$ cat src/rtl/bmhq_pkg.sv
// Shared types and codes of the binary min-heap queue.
package bmhq_pkg;

  localparam int KEY_W  = 32;
  localparam int PAY_W  = 16;
  localparam int REQ_W  = 2;
  localparam int STAT_W = 2;

  typedef struct packed {
    logic [KEY_W-1:0] key;
    logic [PAY_W-1:0] pay;
  } entry_t;

  typedef enum logic [REQ_W-1:0] {
    REQ_INSERT = 2'd0,
    REQ_REMOVE = 2'd1,
    REQ_CLEAR  = 2'd2
  } req_t;

  typedef enum logic [STAT_W-1:0] {
    STAT_OK    = 2'd0,
    STAT_EMPTY = 2'd1,
    STAT_FULL  = 2'd2
  } status_t;

  typedef enum logic [3:0] {
    S_IDLE,
    S_INS_RD,
    S_INS_CMP,
    S_RM_ROOT,
    S_RM_LAST,
    S_RM_X,
    S_DN_CHK,
    S_DN_L,
    S_DN_R,
    S_FIN_RD,
    S_FIN_OUT
  } state_t;

endpackage

$ cat src/rtl/bmhq_ctrl.sv
// Request sequencer: sift-up and sift-down over the entry store, result register.
module bmhq_ctrl import bmhq_pkg::*; #(
  parameter int CAPACITY = 256,
  parameter int AW       = $clog2(CAPACITY),
  parameter int CNT_W    = $clog2(CAPACITY + 1)
) (
  input  logic              clk,
  input  logic              rst,
  input  logic              in_valid,
  output logic              in_ready,
  input  logic [REQ_W-1:0]  req_type,
  input  logic [KEY_W-1:0]  key,
  input  logic [PAY_W-1:0]  payload,
  output logic              out_valid,
  input  logic              out_ready,
  output logic [STAT_W-1:0] status,
  output logic [KEY_W-1:0]  removed_key,
  output logic [PAY_W-1:0]  removed_payload,
  output logic              min_valid,
  output logic [KEY_W-1:0]  min_key,
  output logic [PAY_W-1:0]  min_payload,
  output logic [CNT_W-1:0]  entry_count,
  output logic              mem_rd_en,
  output logic [AW-1:0]     mem_rd_addr,
  input  entry_t            mem_rd_data,
  output logic              mem_wr_en,
  output logic [AW-1:0]     mem_wr_addr,
  output entry_t            mem_wr_data
);

  localparam logic [CNT_W-1:0] CAP_CNT = CNT_W'(CAPACITY);
  localparam logic [CNT_W-1:0] ONE_CNT = CNT_W'(1);

  state_t           state, state_next;
  logic [CNT_W-1:0] cnt;
  logic [CNT_W-1:0] pos;
  entry_t           x_ent;
  entry_t           left_ent;
  entry_t           rem_ent;
  status_t          stat;

  logic [CNT_W:0] pos_ext, parent_ext, child, right_idx, cnt_ext, pick_idx;
  logic           has_child, has_right, take_right, out_free;
  entry_t         pick;

  // Slot numbers are 1-based; the store is addressed from zero.
  function automatic logic [AW-1:0] addr_of(input logic [CNT_W:0] p);
    logic [CNT_W:0] a;
    a = p - (CNT_W + 1)'(1);
    return a[AW-1:0];
  endfunction

  assign pos_ext    = {1'b0, pos};
  assign parent_ext = {2'b00, pos[CNT_W-1:1]};
  assign child      = {pos, 1'b0};
  assign right_idx  = {pos, 1'b1};
  assign cnt_ext    = {1'b0, cnt};
  assign has_child  = child <= cnt_ext;
  assign has_right  = right_idx <= cnt_ext;
  // Right child wins only when strictly smaller, which keeps tie layout fixed.
  assign take_right = has_right && (mem_rd_data.key < left_ent.key);
  assign pick       = take_right ? mem_rd_data : left_ent;
  assign pick_idx   = take_right ? right_idx : child;
  assign out_free   = !out_valid || out_ready;
  assign in_ready   = (state == S_IDLE);

  always_comb begin
    state_next  = state;
    mem_rd_en   = 1'b0;
    mem_rd_addr = '0;
    mem_wr_en   = 1'b0;
    mem_wr_addr = '0;
    mem_wr_data = x_ent;
    unique case (state)
      S_IDLE: begin
        if (in_valid) begin
          unique case (req_t'(req_type))
            REQ_INSERT: state_next = (cnt == CAP_CNT) ? S_FIN_RD : S_INS_RD;
            REQ_REMOVE: state_next = (cnt == '0) ? S_FIN_RD : S_RM_ROOT;
            default:    state_next = S_FIN_RD;
          endcase
        end
      end
      S_INS_RD: begin
        if (pos == ONE_CNT) begin
          mem_wr_en   = 1'b1;
          mem_wr_addr = addr_of(pos_ext);
          state_next  = S_FIN_RD;
        end else begin
          mem_rd_en   = 1'b1;
          mem_rd_addr = addr_of(parent_ext);
          state_next  = S_INS_CMP;
        end
      end
      S_INS_CMP: begin
        mem_wr_en   = 1'b1;
        mem_wr_addr = addr_of(pos_ext);
        if (x_ent.key < mem_rd_data.key) begin
          mem_wr_data = mem_rd_data;
          state_next  = S_INS_RD;
        end else begin
          state_next  = S_FIN_RD;
        end
      end
      S_RM_ROOT: begin
        mem_rd_en  = 1'b1;
        state_next = S_RM_LAST;
      end
      S_RM_LAST: begin
        if (cnt == '0) begin
          state_next = S_FIN_RD;
        end else begin
          mem_rd_en   = 1'b1;
          mem_rd_addr = cnt[AW-1:0];
          state_next  = S_RM_X;
        end
      end
      S_RM_X: state_next = S_DN_CHK;
      S_DN_CHK: begin
        if (has_child) begin
          mem_rd_en   = 1'b1;
          mem_rd_addr = addr_of(child);
          state_next  = S_DN_L;
        end else begin
          mem_wr_en   = 1'b1;
          mem_wr_addr = addr_of(pos_ext);
          state_next  = S_FIN_RD;
        end
      end
      S_DN_L: begin
        // The right child sits one slot past the left one.
        mem_rd_en   = 1'b1;
        mem_rd_addr = child[AW-1:0];
        state_next  = S_DN_R;
      end
      S_DN_R: begin
        mem_wr_en   = 1'b1;
        mem_wr_addr = addr_of(pos_ext);
        if (x_ent.key > pick.key) begin
          mem_wr_data = pick;
          state_next  = S_DN_CHK;
        end else begin
          state_next  = S_FIN_RD;
        end
      end
      S_FIN_RD: begin
        mem_rd_en  = 1'b1;
        state_next = S_FIN_OUT;
      end
      S_FIN_OUT: begin
        if (out_free) begin
          state_next = S_IDLE;
        end
      end
      default: state_next = S_IDLE;
    endcase
  end

  always_ff @(posedge clk) begin
    if (rst) begin
      state     <= S_IDLE;
      cnt       <= '0;
      out_valid <= 1'b0;
    end else begin
      state <= state_next;
      if (state == S_FIN_OUT && out_free) begin
        out_valid <= 1'b1;
      end else if (out_ready) begin
        out_valid <= 1'b0;
      end
      if (state == S_IDLE && in_valid) begin
        unique case (req_t'(req_type))
          REQ_INSERT: if (cnt != CAP_CNT) cnt <= cnt + ONE_CNT;
          REQ_REMOVE: if (cnt != '0) cnt <= cnt - ONE_CNT;
          REQ_CLEAR:  cnt <= '0;
          default:    cnt <= cnt;
        endcase
      end
    end
  end

  always_ff @(posedge clk) begin
    case (state)
      S_IDLE: begin
        if (in_valid) begin
          stat    <= STAT_OK;
          rem_ent <= '0;
          x_ent   <= '{key: key, pay: payload};
          pos     <= cnt + ONE_CNT;
          if (req_t'(req_type) == REQ_INSERT && cnt == CAP_CNT) begin
            stat <= STAT_FULL;
          end
          if (req_t'(req_type) == REQ_REMOVE && cnt == '0) begin
            stat <= STAT_EMPTY;
          end
        end
      end
      S_INS_CMP: begin
        if (x_ent.key < mem_rd_data.key) begin
          pos <= parent_ext[CNT_W-1:0];
        end
      end
      S_RM_LAST: rem_ent <= mem_rd_data;
      S_RM_X: begin
        x_ent <= mem_rd_data;
        pos   <= ONE_CNT;
      end
      S_DN_L: left_ent <= mem_rd_data;
      S_DN_R: begin
        if (x_ent.key > pick.key) begin
          pos <= pick_idx[CNT_W-1:0];
        end
      end
      S_FIN_OUT: begin
        if (out_free) begin
          status          <= stat;
          removed_key     <= rem_ent.key;
          removed_payload <= rem_ent.pay;
          min_valid       <= (cnt != '0);
          min_key         <= (cnt != '0) ? mem_rd_data.key : '0;
          min_payload     <= (cnt != '0) ? mem_rd_data.pay : '0;
          entry_count     <= cnt;
        end
      end
      default: ;
    endcase
  end

endmodule

$ cat config.mk
export PLATFORM = sky130hd
export DESIGN_NAME = bmhq_ctrl
export DESIGN_NICKNAME = d
export VERILOG_FILES = /design/src/rtl/bmhq_pkg.sv /design/src/rtl/bmhq_ctrl.sv
export SDC_FILE = /design/constraint.sdc
export NUM_CORES = 1
export LEC_CHECK = 0
export BUFFER_PORTS_ARGS = -buffer_cell sky130_fd_sc_hd__buf_4
export CORE_AREA = 2 2 184 186
export CTS_CLUSTER_DIAMETER = 40
export CTS_CLUSTER_SIZE = 12
export DETAILED_ROUTE_END_ITERATION = 12
export DIE_AREA = 0 0 186 188
export HOLD_SLACK_MARGIN = 0.03
export PLACE_DENSITY = 0.66
export SLEW_MARGIN = 20
export SYNTH_ARGS = -nofsm -noshare
export SYNTH_HDL_FRONTEND = slang
export SYNTH_SLANG_ARGS = --single-unit
$ cat constraint.sdc
create_clock -name clk -period 14.95 [get_ports clk]
set_input_delay 0.7475 -clock clk [delete_from_list [all_inputs] [get_ports clk]]
set_output_delay 0.7475 -clock clk [all_outputs]
set_load 0.1 [all_outputs]
==> flow_metrics.tcl <==
set metrics [dict create \
    final_util_pct 55.89 \
    areaGrowthSynthToFinish_pct 26.55 \
    synth_nets 1483 \
    startpoint "cnt[3]$_SDFFE_PP0P_" \
    cts_tree "built" \
    fin_crit_ns 7.563 \
    power_density_nw_per_um2 223.0 \
    timing.final.crit_share_pct 50.59 \
    start_util_pct 44.16 \
    critPathLaunchType "register" \
    fmax_mhz 132.2 \
    die_y_um 188 \
    dr_total_vias 11500 \
    hp-class "register to register" \
    drc 0 \
    cp_max_fo 59 \
    hold_start "rem_ent[11]$_SDFFCE_PN0P_" \
    dp_hpwl_mm 30.38 \
    post-place-ws_ns 7.797 \
    status "complete, no violations" \
    critPathMaxStageDelay_ns 0.66 \
    dr.pass1.iters 6 \
    cts_buffers 41 \
    routed_wirelength_mm 43.39 \
    cts_hold_buf 0 \
    place_inst 1936 \
    wire_per_inst_um 21.57 \
    coreArea_um2 33110 \
    die-area_um2 34970 \
    ios 278 \
    yosys_warnings 0 \
    tns_ns 0 \
    r2r_end "state[2]$_SDFFE_PP0P_" \
    htreeDepth 2 \
    max-cap-violations 0 \
    grt_pass1_vias 11250 \
    clock_latency_ns 0.52 \
    grt_overflow 0 \
    post-cts-setup-buffers 0 \
    rsz0062_at_grt "false" \
    skew_ns 0.01702 \
    final_max_slew_viol_count 0 \
    setup-violations-final 0 \
    die_width_um 186 \
    yosysUniqueCellTypes 71 \
    path_buf_inv 4 \
    relSlewSlack_pct 30.48 \
    crit_cells 20 \
    place_area_um2 17090 \
    hold_viol 0 \
    synth_cells 1269 \
    finish.net_count 1746 \
    async_flop_share_pct 0 \
    post_cts_resized 0 \
    crit_type "register to output port" \
    slowest_stage "dfxtp_1" \
    drive_gt1_share_pct 26.12 \
    synth_area_um2 14620 \
    cts-root-buf "clkbuf_16" \
    synthFlopType "edfxtp_1" \
    globalRouteTotalUtil_pct 24.54 \
    grt_pass1_wl_mm 65.68 \
    grt_antenna_before_repair 2 \
    final_common_cell "buf_4" \
    ys_ff_latch 277 \
    final_cells 2011 \
    clk_path_buf_depth 3 \
    vdd_drop_max_mv 0.2822 \
    path_cells "inv_1 > ha_1 > a21oi_1 > nor3_1 > a2111oi_2 > o221ai_1 > a31o_4 > buf_12 > nor2_1 > a21oi_1 > ha_1 > nand4_1 > nor3_1 > a21boi_0 > or4b_1 > o211a_2 > nor2b_4 > buf_4 > a221o_1 > buf_4" \
    port_buffers 277 \
    grt_max_degree 114 \
    worst_slack_ns 7.387 \
    place.gp.congestion 0.8882 \
    vias_per_cell 5.719 \
    r2r_start "cnt[3]$_SDFFE_PP0P_" \
    synth_edf_count 263 \
    r2r_cells 19 \
    worstPathArrival_ns 6.82 \
    cp_top_family "compound AO/OA/AOI/OAI gates" \
    tightestPinTransition_ns 1.043 \
    design_area_um2 18510 \
    avgSynthCellArea_um2 11.52 \
    endpoint "mem_wr_data[45]" \
    final_cell_mix "buf_4, edfxtp_1, ha_1, nor2_1, inv_1" \
    clkTransAtPathRegs_ns 0.06 \
    ff2ff_setup_slack_ns 9.31 \
    seq_area_frac_synth_pct 55.93 \
    clock-sinks 277 \
    end_kind "output port" \
    critPathRequiredTime_ns 14.20 \
    p_leak_nw 7.681 \
    num_rows 67 \
    drtIter0Drc 877 \
    antenna_left 0 \
]
-- stage by stage --
stage / hold slack, ns / total power, mW
after floorplan: 0.4003 / 2.677
after global placement: 0.4015 / 3.127
after detailed placement: 0.4045 / 3.156
after CTS: 0.4141 / 4.139
after global routing: 0.4173 / 4.309
final: 0.4128 / 4.127
-- how the worst min path moves through the flow --
stage / end / slack (ns) / depth (start not counted)
finish: removed_payload[11]$_DFFE_PP_ / 0.41 / 0
global route: left_ent[28]$_DFFE_PN_ / 0.42 / 1
CTS: left_ent[27]$_DFFE_PN_ / 0.41 / 1
detailed placement: removed_key[29]$_DFFE_PP_ / 0.40 / 0
global placement: removed_key[4]$_DFFE_PP_ / 0.40 / 0
floorplan: removed_key[0]$_DFFE_PP_ / 0.40 / 0
-- where the power goes --
part / internal [mW] / switching [mW]
Clock: 0.605 / 0.371
Sequential: 1.07 / 0.115
Combinational: 0.478 / 1.49
-- synth_stat cells, types with 3 or more instances --
library cell  instances  area share [%]
and4_1                5            0.30
inv_1                88             2.3
a2111oi_0             3            0.18
dfxtp_1              14             1.9
xor2_1                4            0.24
o21a_1                4            0.21
clkbuf_1             52             1.3
a221oi_1              4            0.24
edfxtp_1            263              54
buf_1                 8            0.21
a222oi_1              6            0.41
a31oi_1               4            0.17
a21boi_0              4            0.21
nand3_1              20            0.68
o221ai_1              3            0.18
xnor2_1              14            0.84
a21o_1                7            0.36
nor2_1              109             2.8
ha_1                112             9.6
a21oi_1              82             2.8
and3_1               52             2.2
a22oi_1              11            0.56
a221o_1              48             3.3
mux2_2               19             1.5
nor4_1               38             1.6
nor3_1               14            0.48
nand2b_1             10            0.43
buf_2                 9            0.31
a211oi_1              7            0.36
o21ai_0              62             2.1
o21ai_1               3            0.10
nand4_1              18            0.77
and2_1               36             1.5
o211ai_1              5            0.26
nand2_1              78             2.0
buf_6                 6            0.46
nor2b_1               7            0.30
-- area by class of cell --
type | instances | area (um^2)
inverters | 89 | 334.1
well taps | 448 | 560.5
flip-flops and latches | 277 | 8178
multi-input cells | 828 | 5807
clock inverters | 27 | 309.0
diodes | 1 | 2.502
repair buffers | 295 | 2227
fillers | 2863 | 14610
clock buffers | 46 | 1087
-- layer usage --
| metal | GRT usage (%) | wire length (um) |
|---|---|---|
| met1 | 32.56 | 17910 |
| met2 | 40.71 | 21020 |
| met3 | 4.661 | 3323 |
| met4 | 7.420 | 1121 |
| met5 | 0 | 16 |
-- cell families (layout without fill, tap and decap cells) --
group | count (synthesis) | in the layout | synth area share [%]
other | 0 | 1 | 0
AND/OR/NAND/NOR | 404 | 404 | 14.39
AO/OA/AOI/OAI | 275 | 275 | 12.96
multiplexers | 19 | 19 | 1.463
XOR/XNOR | 18 | 18 | 1.078
flip-flops | 277 | 277 | 55.93
buffers and inverters | 164 | 457 | 4.595
adder cells (fa/ha/maj) | 112 | 112 | 9.583
-- state kept, by name, indices dropped and copies added (netlist names), 2 cells and up --
name,flops
x_ent,48
min_key,32
entry_count,9
rem_ent,48
removed_payload,16
status,2
state,4
left_ent,48
min_payload,16
pos,9
removed_key,32
cnt,9
stat,2
(Power assumes the default switching activity.)
